## config.mk

```make
export PLATFORM = sky130hd
export DESIGN_NAME = epaper_render_scheduler
export DESIGN_NICKNAME = d
export VERILOG_FILES = /design/src/rtl/ers_pkg.sv /design/src/rtl/ers_core.sv /design/src/rtl/ers_out_buf.sv /design/src/rtl/epaper_render_scheduler.sv
export SDC_FILE = /design/constraint.sdc
export NUM_CORES = 1
export LEC_CHECK = 0
export ABC_AREA = 1
export BUFFER_PORTS_ARGS = -buffer_cell sky130_fd_sc_hd__buf_4
export CAP_MARGIN = 5
export CORE_MARGIN = 5
export CORE_UTILIZATION = 45
export CTS_CLUSTER_SIZE = 40
export DETAILED_ROUTE_END_ITERATION = 10
export PLACE_DENSITY_LB_ADDON = 0.2
export SLEW_MARGIN = 25
export SYNTH_ARGS = -nofsm -noshare
export SYNTH_HDL_FRONTEND = slang
export SYNTH_SLANG_ARGS = --single-unit
```

## constraint.sdc

```tcl
create_clock -name clk -period 3.7 [get_ports clk]
set_input_delay 0.37 -clock clk [delete_from_list [all_inputs] [get_ports clk]]
set_output_delay 0.37 -clock clk [all_outputs]
set_load 0.02 [all_outputs]
```

## src/rtl/ers_pkg.sv

```systemverilog
// Shared types and constants for the e-paper render scheduler.
package ers_pkg;

	localparam int unsigned TS_W = 32;
	localparam int unsigned SCR_W = 8;
	localparam int unsigned KIND_W = 2;
	localparam int unsigned CNT_W = 8;

	typedef enum logic [2:0] {
		MODE_DETENT = 3'd0,
		MODE_INTENT = 3'd1,
		MODE_DONE   = 3'd2,
		MODE_TICK   = 3'd3,
		MODE_CLEAR  = 3'd4
	} mode_t;

	typedef enum logic [1:0] {
		CFG_DWELL    = 2'd0,
		CFG_COALESCE = 2'd1,
		CFG_FULL_N   = 2'd2
	} cfg_idx_t;

	localparam logic [KIND_W-1:0] KIND_FAST = 2'd0;
	localparam logic [KIND_W-1:0] KIND_COLOUR = 2'd1;

	typedef struct packed {
		logic [2:0]        mode;
		logic [SCR_W-1:0]  screen_id;
		logic              attention;
		logic [KIND_W-1:0] kind;
		logic [TS_W-1:0]   now_ms;
	} event_t;

	typedef struct packed {
		logic [TS_W-1:0]  dwell_ms;
		logic [TS_W-1:0]  coalesce_ms;
		logic [CNT_W-1:0] full_every_n;
	} cfg_t;

	typedef struct packed {
		logic              render;
		logic [SCR_W-1:0]  screen;
		logic [KIND_W-1:0] render_kind;
		logic              full_clear;
		logic              cleared;
	} result_t;

endpackage

```

## src/rtl/ers_core.sv

```systemverilog
// Scheduler state and the per-event decision logic.
module ers_core (
	input  logic            clk,
	input  logic            arst_n,
	input  logic            fire,
	input  ers_pkg::event_t ev,
	input  ers_pkg::cfg_t   cfg,
	output ers_pkg::result_t res
);
	import ers_pkg::*;

	logic              busy_q, pend_valid_q, pend_att_q, dwell_armed_q;
	logic              amb_ever_q, inflight_amb_q;
	logic [SCR_W-1:0]  pend_screen_q, dwell_screen_q;
	logic [KIND_W-1:0] pend_kind_q;
	logic [TS_W-1:0]   dwell_stamp_q, amb_stamp_q;
	logic [CNT_W-1:0]  rsc_q;

	logic              busy_d, pend_valid_d, pend_att_d, dwell_armed_d;
	logic              amb_ever_d, inflight_amb_d;
	logic [SCR_W-1:0]  pend_screen_d, dwell_screen_d;
	logic [KIND_W-1:0] pend_kind_d;
	logic [TS_W-1:0]   dwell_stamp_d, amb_stamp_d;
	logic [CNT_W-1:0]  rsc_d, rsc_inc;

	logic [TS_W-1:0] dwell_diff, dwell_age, amb_age;
	logic            dwell_ok, amb_ok;

	// a detent stamped in the future (top bit set) counts as no time elapsed
	assign dwell_diff = ev.now_ms - dwell_stamp_q;
	assign dwell_age  = dwell_diff[TS_W-1] ? '0 : dwell_diff;
	assign amb_age    = ev.now_ms - amb_stamp_q;
	assign dwell_ok   = dwell_armed_q && (dwell_age >= cfg.dwell_ms);
	assign amb_ok     = pend_valid_q && (!amb_ever_q || (amb_age >= cfg.coalesce_ms));
	assign rsc_inc    = rsc_q + CNT_W'(1);

	always_comb begin
		res            = '0;
		busy_d         = busy_q;
		pend_valid_d   = pend_valid_q;
		pend_att_d     = pend_att_q;
		pend_screen_d  = pend_screen_q;
		pend_kind_d    = pend_kind_q;
		dwell_armed_d  = dwell_armed_q;
		dwell_stamp_d  = dwell_stamp_q;
		dwell_screen_d = dwell_screen_q;
		amb_stamp_d    = amb_stamp_q;
		amb_ever_d     = amb_ever_q;
		inflight_amb_d = inflight_amb_q;
		rsc_d          = rsc_q;
		unique case (ev.mode)
			MODE_DETENT: begin
				dwell_armed_d  = 1'b1;
				dwell_stamp_d  = ev.now_ms;
				dwell_screen_d = ev.screen_id;
			end
			MODE_INTENT: begin
				// ambient never displaces a pending attention intent
				if (ev.attention || !pend_valid_q || !pend_att_q) begin
					pend_valid_d  = 1'b1;
					pend_screen_d = ev.screen_id;
					pend_kind_d   = ev.kind;
					pend_att_d    = ev.attention;
				end
			end
			MODE_DONE: begin
				if (busy_q) begin
					busy_d = 1'b0;
					if (inflight_amb_q) begin
						amb_stamp_d    = ev.now_ms;
						amb_ever_d     = 1'b1;
						inflight_amb_d = 1'b0;
					end
				end
			end
			MODE_TICK: begin
				if (!busy_q) begin
					priority if (pend_valid_q && pend_att_q) begin
						res.render     = 1'b1;
						res.screen     = pend_screen_q;
						res.render_kind = pend_kind_q;
						pend_valid_d   = 1'b0;
						inflight_amb_d = 1'b0;
					end else if (dwell_ok) begin
						res.render     = 1'b1;
						res.screen     = dwell_screen_q;
						res.render_kind = KIND_FAST;
						dwell_armed_d  = 1'b0;
						inflight_amb_d = 1'b0;
					end else if (amb_ok) begin
						res.render     = 1'b1;
						res.screen     = pend_screen_q;
						res.render_kind = pend_kind_q;
						pend_valid_d   = 1'b0;
						inflight_amb_d = 1'b1;
					end else begin
						res.render = 1'b0;
					end
					if (res.render) begin
						busy_d = 1'b1;
						if (res.render_kind != KIND_COLOUR && cfg.full_every_n != '0) begin
							if (rsc_inc >= cfg.full_every_n) begin
								res.full_clear = 1'b1;
								rsc_d          = '0;
							end else begin
								rsc_d = rsc_inc;
							end
						end
					end
				end
			end
			MODE_CLEAR: begin
				if (pend_valid_q && !pend_att_q) begin
					pend_valid_d = 1'b0;
					res.cleared  = 1'b1;
				end
			end
			default: ;
		endcase
	end

	always_ff @(posedge clk or negedge arst_n) begin
		if (!arst_n) begin
			busy_q         <= 1'b0;
			pend_valid_q   <= 1'b0;
			pend_att_q     <= 1'b0;
			pend_screen_q  <= '0;
			pend_kind_q    <= '0;
			dwell_armed_q  <= 1'b0;
			dwell_stamp_q  <= '0;
			dwell_screen_q <= '0;
			amb_stamp_q    <= '0;
			amb_ever_q     <= 1'b0;
			inflight_amb_q <= 1'b0;
			rsc_q          <= '0;
		end else if (fire) begin
			busy_q         <= busy_d;
			pend_valid_q   <= pend_valid_d;
			pend_att_q     <= pend_att_d;
			pend_screen_q  <= pend_screen_d;
			pend_kind_q    <= pend_kind_d;
			dwell_armed_q  <= dwell_armed_d;
			dwell_stamp_q  <= dwell_stamp_d;
			dwell_screen_q <= dwell_screen_d;
			amb_stamp_q    <= amb_stamp_d;
			amb_ever_q     <= amb_ever_d;
			inflight_amb_q <= inflight_amb_d;
			rsc_q          <= rsc_d;
		end
	end

	a_render_sets_busy: assert property (@(posedge clk) disable iff (!arst_n)
		fire && res.render |=> busy_q)
		else $error("render issued but panel not marked busy");
	a_no_render_when_busy: assert property (@(posedge clk) disable iff (!arst_n)
		fire && busy_q |-> !res.render)
		else $error("render issued while panel busy");
	a_clear_drops_pending: assert property (@(posedge clk) disable iff (!arst_n)
		fire && res.cleared |=> !pend_valid_q)
		else $error("cleared reported but pending intent kept");
	a_full_resets_count: assert property (@(posedge clk) disable iff (!arst_n)
		fire && res.full_clear |=> rsc_q == '0)
		else $error("full clear issued without counter restart");

endmodule

```

## src/rtl/ers_out_buf.sv

```systemverilog
// Two-entry result buffer between the decision stage and the output port.
module ers_out_buf (
	input  logic             clk,
	input  logic             arst_n,
	input  logic             push,
	input  ers_pkg::result_t din,
	input  logic             pop,
	output ers_pkg::result_t dout,
	output logic             valid,
	output logic             full
);
	import ers_pkg::*;

	result_t    e0_q, e1_q;
	logic [1:0] count_q;

	assign dout  = e0_q;
	assign valid = (count_q != 2'd0);
	assign full  = (count_q == 2'd2);

	always_ff @(posedge clk) begin
		unique case ({push, pop})
			2'b10: begin
				if (count_q == 2'd0) e0_q <= din;
				else e1_q <= din;
			end
			2'b01: begin
				e0_q <= e1_q;
			end
			2'b11: begin
				if (count_q == 2'd1) begin
					e0_q <= din;
				end else begin
					e0_q <= e1_q;
					e1_q <= din;
				end
			end
			default: ;
		endcase
	end

	always_ff @(posedge clk or negedge arst_n) begin
		if (!arst_n) begin
			count_q <= 2'd0;
		end else begin
			unique case ({push, pop})
				2'b10:   count_q <= count_q + 2'd1;
				2'b01:   count_q <= count_q - 2'd1;
				default: count_q <= count_q;
			endcase
		end
	end

endmodule

```

## src/rtl/epaper_render_scheduler.sv

```systemverilog
// Top level of the e-paper render scheduler: ports, input stage, config registers.
//
//  channel | dir | handshake        | payload
//  s_      | in  | s_tvalid/tready  | tuser: mode; tdata: screen_id, attention, kind, now_ms
//  m_      | out | m_tvalid/tready  | tdata: render, screen, render_kind, full_clear, cleared
//  cfg_    | in  | cfg_we           | cfg_index, cfg_data
//
// Each item yields one result: the item is held in the input register, then the
// decision logic writes its result into the result buffer; one item per cycle while the buffer is not full.
// Reset clears all scheduler state and the config registers to zero.
// The two-entry result buffer lets input flow continue while one result waits;
// s_tready drops only when the input stage holds an item and the buffer is full.
module epaper_render_scheduler (
	input  logic        clk,
	input  logic        arst_n,
	input  logic        s_tvalid,
	output logic        s_tready,
	input  logic [47:0] s_tdata,  // screen_id[7:0], attention[8], kind[10:9], now_ms[42:11]
	input  logic [2:0]  s_tuser,  // mode[2:0]
	output logic        m_tvalid,
	input  logic        m_tready,
	output logic [15:0] m_tdata,  // render[0], screen[8:1], render_kind[10:9],
	                              // full_clear[11], cleared[12]
	input  logic        cfg_we,
	input  logic [1:0]  cfg_index,
	input  logic [31:0] cfg_data
);
	import ers_pkg::*;

	cfg_t    cfg_q;
	event_t  ev_s1;
	logic    v_s1;
	logic    fire, buf_full;
	result_t res, out_res;

	assign fire     = v_s1 && !buf_full;
	assign s_tready = !v_s1 || !buf_full;

	always_ff @(posedge clk or negedge arst_n) begin
		if (!arst_n) begin
			cfg_q <= '0;
		end else if (cfg_we) begin
			unique case (cfg_index)
				CFG_DWELL:    cfg_q.dwell_ms <= cfg_data;
				CFG_COALESCE: cfg_q.coalesce_ms <= cfg_data;
				CFG_FULL_N:   cfg_q.full_every_n <= cfg_data[CNT_W-1:0];
				default: ;
			endcase
		end
	end

	always_ff @(posedge clk or negedge arst_n) begin
		if (!arst_n) begin
			v_s1 <= 1'b0;
		end else if (s_tready) begin
			v_s1 <= s_tvalid;
		end
	end

	always_ff @(posedge clk) begin
		if (s_tvalid && s_tready) begin
			ev_s1.mode      <= s_tuser;
			ev_s1.screen_id <= s_tdata[7:0];
			ev_s1.attention <= s_tdata[8];
			ev_s1.kind      <= s_tdata[10:9];
			ev_s1.now_ms    <= s_tdata[42:11];
		end
	end

	ers_core u_core (
		.clk    (clk),
		.arst_n (arst_n),
		.fire   (fire),
		.ev     (ev_s1),
		.cfg    (cfg_q),
		.res    (res)
	);

	ers_out_buf u_out_buf (
		.clk    (clk),
		.arst_n (arst_n),
		.push   (fire),
		.din    (res),
		.pop    (m_tvalid && m_tready),
		.dout   (out_res),
		.valid  (m_tvalid),
		.full   (buf_full)
	);

	assign m_tdata = {3'b000, out_res.cleared, out_res.full_clear, out_res.render_kind,
		out_res.screen, out_res.render};

endmodule

```

Yosys cells after proc, flatten, opt, wreduce, memory -nomap -nowiden. Cells that the tools add are included.

Bits in registers: 243. Output and inout port bits: 18. Word-level logic and storage cells: 148.

Add/sub/neg operators: 5. Order comparisons: 3. Equal/unequal tests: 24. Multiplexer cells: 42. Bitwise logic cells: 1. Reduce and logical (&&, ||, !) cells: 41.

Operators by type and width (number): >= comparator 32 bit (2); subtractor 32 bit (2); two-way mux 13 bit (4); two-way mux 11 bit (4); case mux 13 bit (3 select lines) (1); two-way mux 31 bit (1); case mux 13 bit (2 select lines) (1); two-way mux 12 bit (2); two-way mux 1 bit (22); AND reduction 5 bit (3); inequality test 2 x 1 -> 1 bit, second input constant (6); AND reduction 2 bit (6); two-way mux 10 bit (1); nonzero test 2 bit (5); adder 8 x 1 -> 8 bit, second input constant (1); == test 2 bit, second input constant (4); >= comparator 8 bit (1); logical AND 1 bit (8); two-way mux 8 bit (1); inequality test 2 bit, second input constant (4); nonzero test 8 bit (1); AND reduction 7 bit (1); == test 2 x 1 -> 1 bit, second input constant (3); == test 3 x 2 -> 1 bit, second input constant (2); 18 further kinds (30).

Depth between registers and ports, before layout.
Depth after elaboration: 17. Mapped depth: 35.

Hierarchy. From an unflattened synthesis, not the netlist that was laid out.

Cells, all modules: 1934. Area, all modules: 15574.9 um^2.

By module, submodules not included: ers_core (instances 1, cells each 1457, area an instance 9801.9 um^2, seq. area each 2402.3 um^2); epaper_render_scheduler (instances 1, cells each 378, area an instance 4448.0 um^2, seq. area each 3208.1 um^2); ers_out_buf (instances 1, cells each 99, area an instance 1325.0 um^2, seq. area each 830.8 um^2).

Least setup slack after synthesis. Ideal clock, no wire load.

Path type: register -> register. Start point: reg ev_s1[0] (netlist name). End point: reg u_out_buf.e1_q[1] (netlist name) (data pin). Library setup time: 0.255 ns. Arrival time: 3.447 ns. Data required time: 3.445 ns. Path slack: -0.002 ns. Stages on the path, launching flop included: 27. Buffers on the path: 1. Period minus slack after synthesis: 3.702 ns. Cell sequence: edfxtp_1 > inv_1 > ha_1 > fa_1 > o21ai_2 > a21oi_2 > o21ai_2 > a21oi_1 > o21ai_2 > nand3_1 > nand2_1 > nand2_1 > nand3_2 > inv_2 > ha_1 > nand2_1 > nor2_1 > a21oi_1 > nand2_1 > a21oi_1 > nand3_1 > nand2_2 > nand2_2 > nand2_2 > nand3_2 > buf_2 > and3_1.

RTL lines: from (decl) (line epaper_render_scheduler.sv:31) `event_t ev_s1;`; to (signal assigned) (line ers_out_buf.sv:25) `else e1_q <= din;`; to (signal assigned) (line ers_out_buf.sv:35) `e1_q <= din;`; to (decl) (line ers_out_buf.sv:14) `result_t e0_q, e1_q;`.

Worst setup path in the final report.
Start point: reg ev_s1[1] (netlist name). End point: reg u_core.rsc_q[5].

Longest elaborated chain between the ends: 12. Elaborated cells on any way between the ends: 17.

RTL lines: subtractor 32 bit (line ers_core.sv:32) `assign amb_age = ev.now_ms - amb_stamp_q;`; >= comparator 32 bit (line ers_core.sv:34) `assign amb_ok = pend_valid_q && (!amb_ever_q || (amb_age >= cfg.coalesce_ms));`; logical OR 1 bit (line ers_core.sv:34); logical AND 1 bit (line ers_core.sv:34); two-way mux 10 bit (line ers_core.sv:90) `end else if (amb_ok) begin`; two-way mux 11 bit (*) (line ers_core.sv:84) `end else if (dwell_ok) begin`; two-way mux 11 bit (*) (line ers_core.sv:78) `priority if (pend_valid_q && pend_att_q) begin`; two-way mux 11 bit (*) (line ers_core.sv:77) `if (!busy_q) begin`; two-way mux 11 bit (*) (line ers_core.sv:51) `unique case (ev.mode)`; inequality test 2 x 1 -> 1 bit (line ers_core.sv:101) `if (res.render_kind != KIND_COLOUR && cfg.full_every_n != '0) begin`; logical AND 1 bit (line ers_core.sv:101); AND reduction 5 bit (no source line) (*); to (signal assigned) (line ers_core.sv:148) `rsc_q <= rsc_d;`; to (decl) (line ers_core.sv:17) `logic [CNT_W-1:0] rsc_q;`.

Mark *: on every way between the ends. The rest lies on a longest branch, timed or not. The select of a mux whose other input is x is not followed. A chain may end at the register's enable or synchronous reset.

==> report_table.html <==
<table>
<tr><th>Metric</th><th>Value</th></tr>
<tr><th colspan="2">Floorplanning</th></tr>
<tr><td>Count of standard-cell rows</td><td>67</td></tr>
<tr><td>Std-Cell Core Area</td><td>around 0.033 mm²</td></tr>
<tr><td>Die Ht</td><td>a little under 200 µm</td></tr>
<tr><td>Die Span X</td><td>193 µm</td></tr>
<tr><td>Area enclosed by the die boundary</td><td>0.0373 mm²</td></tr>
<tr><td>Effective utilization at floorplan</td><td>a little under half</td></tr>
<tr><td>Num ports</td><td>between 100 and 150</td></tr>
<tr><th colspan="2">STA</th></tr>
<tr><td>Setup Viol. Count Final</td><td>36</td></tr>
<tr><td>Final period demand of the worst path</td><td>approximately 4.2 ns</td></tr>
<tr><td>Count of final max-slew check failures</td><td>0</td></tr>
<tr><td>Slew @ Worst Pin</td><td>a little under 1 ns</td></tr>
<tr><td>Worst slew margin relative to its limit</td><td>roughly 34%</td></tr>
<tr><td>Count of endpoints failing hold in the final timing report</td><td>0</td></tr>
<tr><td>Period Utilization, post-route</td><td>114%</td></tr>
<tr><td>Highest clock frequency the design can meet</td><td>~240 MHz</td></tr>
<tr><td>RSZ-0062 raised after global routing</td><td>yes</td></tr>
<tr><td>Post-route worst setup slack</td><td>-0.526 ns</td></tr>
<tr><td>Final worst clock skew</td><td>approximately 0.021 ns</td></tr>
<tr><th colspan="2">Pwr</th></tr>
<tr><td>Leak Pwr</td><td>about 0.010 µW</td></tr>
<tr><td>Post-route total power</td><td>18400 µW</td></tr>
<tr><td>Clock network fraction of total power</td><td>15.3%</td></tr>
<tr><td>Sw Pwr</td><td>7800 µW</td></tr>
<tr><td>PwrDens</td><td>roughly 890 mW/mm²</td></tr>
<tr><td>Combinational group share of total power</td><td>between 60% and 70%</td></tr>
<tr><td>Sequential share of power</td><td>a little over a fifth</td></tr>
<tr><td>Peak supply drop</td><td>approximately 0.56 mV</td></tr>
<tr><td>Proportion of total power due to net switching</td><td>a little over two fifths</td></tr>
<tr><td>Internal cell power</td><td>~11000 µW</td></tr>
<tr><th colspan="2">Finish</th></tr>
<tr><td>Layout-stage area growth over the synthesis result</td><td>37.4%</td></tr>
<tr><td>Share of post-route cells with drive strength above 1</td><td>26.3%</td></tr>
<tr><td>Number of nets in the layout</td><td>roughly 2500</td></tr>
<tr><td>Diodes inserted</td><td>0</td></tr>
<tr><td>Final Cell Area</td><td>between 0.02 and 0.025 mm²</td></tr>
<tr><th colspan="2">Place</th></tr>
<tr><td>Post-placement setup slack</td><td>-0.702 ns</td></tr>
<tr><td>Routability congestion estimate</td><td>roughly 0.97</td></tr>
<tr><td>Buffers added on ports</td><td>between 90 and 100</td></tr>
<tr><td>Post-DP HPWL</td><td>roughly 32000 µm</td></tr>
<tr><td>Instance area at placement</td><td>between 0.015 and 0.02 mm²</td></tr>
<tr><th colspan="2">Routing</th></tr>
<tr><td>First-pass iteration count of the detailed router</td><td>5</td></tr>
<tr><td>Routed vias</td><td>13500</td></tr>
<tr><td>Violation count after the first detailed-routing iteration</td><td>around 720</td></tr>
<tr><td>Routed vias/inst</td><td>slightly below 5</td></tr>
<tr><td>Average routed wire per standard cell</td><td>about 15 µm</td></tr>
<tr><td>Routed wire length</td><td>around 43000 µm</td></tr>
<tr><td># DRC</td><td>0</td></tr>
<tr><td>Antenna Violating Nets Remaining</td><td>0</td></tr>
<tr><th colspan="2">Run status</th></tr>
<tr><td>Run status</td><td>finished with violations</td></tr>
<tr><td>Violations in the final reports</td><td>setup timing</td></tr>
<tr><th colspan="2">Synthesis</th></tr>
<tr><td>Cell area after synthesis</td><td>around 0.015 mm²</td></tr>
<tr><td>Async S/R FF share, synth</td><td>70.4%</td></tr>
<tr><td>Prevailing post-synth register cell</td><td>dfrtp_1</td></tr>
<tr><td>Number of enable flip-flop cells after synthesis</td><td>72</td></tr>
<tr><td>Number of synthesized register bits</td><td>around 240</td></tr>
<tr><td>Top-area cell type share of the netlist area</td><td>between 20% and 30%</td></tr>
<tr><td>Sequential share of the synthesized area</td><td>between 40% and 50%</td></tr>
<tr><td>Library cell occupying the most area in the post-synthesis netlist</td><td>dfrtp_1</td></tr>
<tr><td>Count of synthesis-stage warnings from yosys</td><td>0</td></tr>
<tr><td>Cell types occupying the most area after synthesis</td><td>dfrtp_1 (28%), edfxtp_1 (14%), ha_1 (12%)</td></tr>
<tr><td>Post-Syn Instances</td><td>1868</td></tr>
<tr><td>Syn Area/Cell</td><td>8.07 µm²</td></tr>
<tr><td>Count of different cell masters after synthesis</td><td>55</td></tr>
<tr><th colspan="2">Critical path</th></tr>
<tr><td>CP startpoint kind</td><td>flip-flop</td></tr>
<tr><td>Register-to-register setup slack</td><td>-0.53 ns</td></tr>
<tr><td>Crit path max fanout</td><td>8</td></tr>
<tr><td>Endpoint required time on the critical path</td><td>4.15 ns</td></tr>
<tr><td>Slowest cell on the critical path</td><td>edfxtp_1</td></tr>
<tr><td>Largest stage delay on the critical path</td><td>roughly 0.45 ns</td></tr>
<tr><td>Buffers &amp; Inverters on Critical Path</td><td>2</td></tr>
<tr><td>Worst reg-to-reg path cell count</td><td>24</td></tr>
<tr><td>Startpoint-to-endpoint class of the critical path</td><td>flip-flop to flip-flop</td></tr>
<tr><td>Startpoint of the worst-slack reg-to-reg timing path</td><td>ev_s1[1]</td></tr>
<tr><td>Delay-heaviest family, CP</td><td>simple AND/OR/NAND/NOR gates</td></tr>
<tr><td>Critical path arrival</td><td>approximately 4.7 ns</td></tr>
<tr><td>Critical path capture point type</td><td>flip-flop</td></tr>
<tr><td>Endpoint of the worst-slack reg-to-reg timing path</td><td>u_core.rsc_q[5]</td></tr>
<tr><td>Cell-by-cell trace of the critical path</td><td>buf_4 &gt; ha_1 &gt; nand3_1 &gt; nand2_1 &gt; and3_4 &gt; o21ai_2 &gt; o211ai_1 &gt; a21oi_1 &gt; o21ai_1 &gt; xor2_1 &gt; ha_1 &gt; a21oi_1 &gt; o21ai_1 &gt; a21oi_1 &gt; nand2_2 &gt; nor2_4 &gt; a21oi_4 &gt; nand2_4 &gt; nand2_8 &gt; nand3_4 &gt; buf_12 &gt; nand3_4 &gt; nand2_2 &gt; nand2_2</td></tr>
<tr><th colspan="2">CTS</th></tr>
<tr><td>Clock tree sinks</td><td>243</td></tr>
<tr><td>Library cell used as clock root buffer</td><td>clkbuf_16</td></tr>
<tr><td>Clock transition at the registers of the reported paths</td><td>~0.06 ns</td></tr>
<tr><td>Htree depth</td><td>1</td></tr>
<tr><td>Latest clock arrival within the worst-skew pair</td><td>0.57 ns</td></tr>
<tr><td>Clock buffer depth</td><td>3</td></tr>
<tr><td>CTS tree</td><td>built</td></tr>
<tr><td>CTS Buf Count</td><td>28</td></tr>
<tr><th colspan="2">Worst hold path</th></tr>
<tr><td>Cell depth of the worst hold path</td><td>3</td></tr>
<tr><td>Hold path startpoint</td><td>s_tvalid</td></tr>
<tr><td>Path category of the worst min-delay check</td><td>input port to flip-flop</td></tr>
<tr><td>Hold Path End</td><td>v_s1</td></tr>
<tr><th colspan="2">GRT</th></tr>
<tr><td>All-layer global routing usage</td><td>between 20% and 30%</td></tr>
<tr><td>Global-route wire length before repair</td><td>just under 70000 µm</td></tr>
<tr><td>Initial antenna violation count</td><td>0</td></tr>
<tr><td>Largest net degree at the start of global routing</td><td>between 90 and 100</td></tr>
<tr><td>Grt ovf</td><td>0</td></tr>
<tr><td>Vias in the first global route</td><td>between 10000 and 15000</td></tr>
<tr><th colspan="2">Flow run</th></tr>
<tr><td>Max-cap check violation count</td><td>0</td></tr>
</table>
[per-layer routing]
| layer | track usage (%) | routed length, µm | vias to the layer above |
|---|---|---|---|
| li1 | - | - | 6838 |
| met1 | 27.7 | 17600 | 6334 |
| met2 | 41.1 | 21700 | 227 |
| met3 | 2.77 | 1440 | 92 |
| met4 | 8.63 | 1790 | 0 |
| met5 | 0 | 0 | - |
[worst max-delay path by stage]
stage | from | end | cells after the start | slack [ns]
2_1_floorplan | ev_s1[0] | u_out_buf.e1_q[1] | 26 | 0.001
5_1_grt | ev_s1[2] | u_out_buf.dout[6] | 28 | -0.74
6_report | ev_s1[1] | u_core.rsc_q[5] | 24 | -0.53
3_3_place_gp | ev_s1[0] | u_out_buf.dout[9] | 27 | -0.62
4_1_cts | ev_s1[0] | u_out_buf.dout[4] | 35 | -0.40
3_5_place_dp | ev_s1[0] | u_out_buf.dout[8] | 27 | -0.70
[cell families (layout without fill, tap and decap cells)]
kind of cell / count (synthesis) / in the layout / synth area share, %
AOI/OAI and AO/OA: 368 / 368 / 13.6
xor gates and xnor gates: 60 / 60 / 3.48
adders and majority gates: 142 / 142 / 11.9
buffers and inverters: 390 / 827 / 9.93
DFF: 243 / 243 / 42.7
muxes: 2 / 2 / 0.149
other: 1 / 3 / 0.0249
and+or+nand+nor: 662 / 662 / 18.2
[registers in the layout, indices dropped and copies added, names as in the netlist, 13 cells and up]
name	count
u_out_buf.e1_q	13
ev_s1	46
u_out_buf.dout	13
u_core.amb_stamp_q	32
u_core.dwell_stamp_q	32
cfg_q	72
[what timing repair did]
action	4_1_cts	5_1_grt
pin swaps	64	62
gates cloned	4	1
endpoints found under the setup margin	36	36
buffers inserted	19	8
resized for setup	123	58
endpoints found under the hold margin	136	1
hold buffers	46	1
[layout by cell type (no fill, tap or decap), types with 15 or more instances in the layout]
cell / netlist / routed
o21ai_0: 185 / 174
buf_4: 6 / 363
nor3_1: 15 / 15
clkbuf_16: 0 / 30
ha_4: 0 / 16
nand4_1: 19 / 19
xor2_1: 41 / 37
inv_1: 342 / 336
a21oi_1: 101 / 81
dfrtp_1: 171 / 171
nand3_1: 38 / 28
ha_1: 140 / 124
o21ai_1: 13 / 20
nor2_1: 121 / 105
xnor2_1: 19 / 15
nand2_1: 434 / 394
dlygate4sd3_1: 0 / 47
nand2_2: 8 / 34
a21oi_2: 12 / 26
edfxtp_1: 72 / 72
[synthesized netlist by cell type (19+ instances only)]
master and count:
nand2_1 434, nand3_1 38, inv_1 342, xor2_1 41
ha_1 140, dfrtp_1 171, a21oi_1 101, nand4_1 19
clkbuf_1 31, nor2_1 121, o21ai_0 185, xnor2_1 19
edfxtp_1 72
[worst reg2reg max path, delay by kind of cell (launching register included)]
family	cells	cell delay, ns
simple gates	11	1.28
compound gates	8	1.22
fa+ha+maj	2	0.60
flops	1	0.45
buf+inv	2	0.31
xor+xnor	1	0.26
[power groups by stage]
stage | Sequential [µW] | Clock (µW) | Combinational [µW]
after floorplan | 4020 | 0 | 5540
after CTS | 4020 | 2880 | 11100
final | 4040 | 2820 | 11600
after detailed placement | 4050 | 0 | 9680
after global placement | 4030 | 0 | 9460
after global routing | 4140 | 2990 | 12800
[through the flow]
stage	util, %	hold WS, ns	cells	TNS, ns
detailed placement	54.5	0.447	2625	-21.93
CTS	61.2	0.000723	2746	-11.46
floorplan	-	0.0744	1870	0
global route	62.2	0.0504	2755	-23.36
global placement	54.5	0.444	2625	-19.54
finish	62.2	0.0420	2755	-15.60
[final cells by class]
class / instances / area [µm²]
Clock buffer: 41 / 811
Sequential cell: 243 / 6440
Clock inverter: 11 / 138
Tap cell: 448 / 561
Fill cell: 2941 / 12600
Inverter: 349 / 1320
Multi-Input combinational cell: 1237 / 7940
Timing Repair Buffer: 426 / 3510
(Power assumes the default switching activity.)
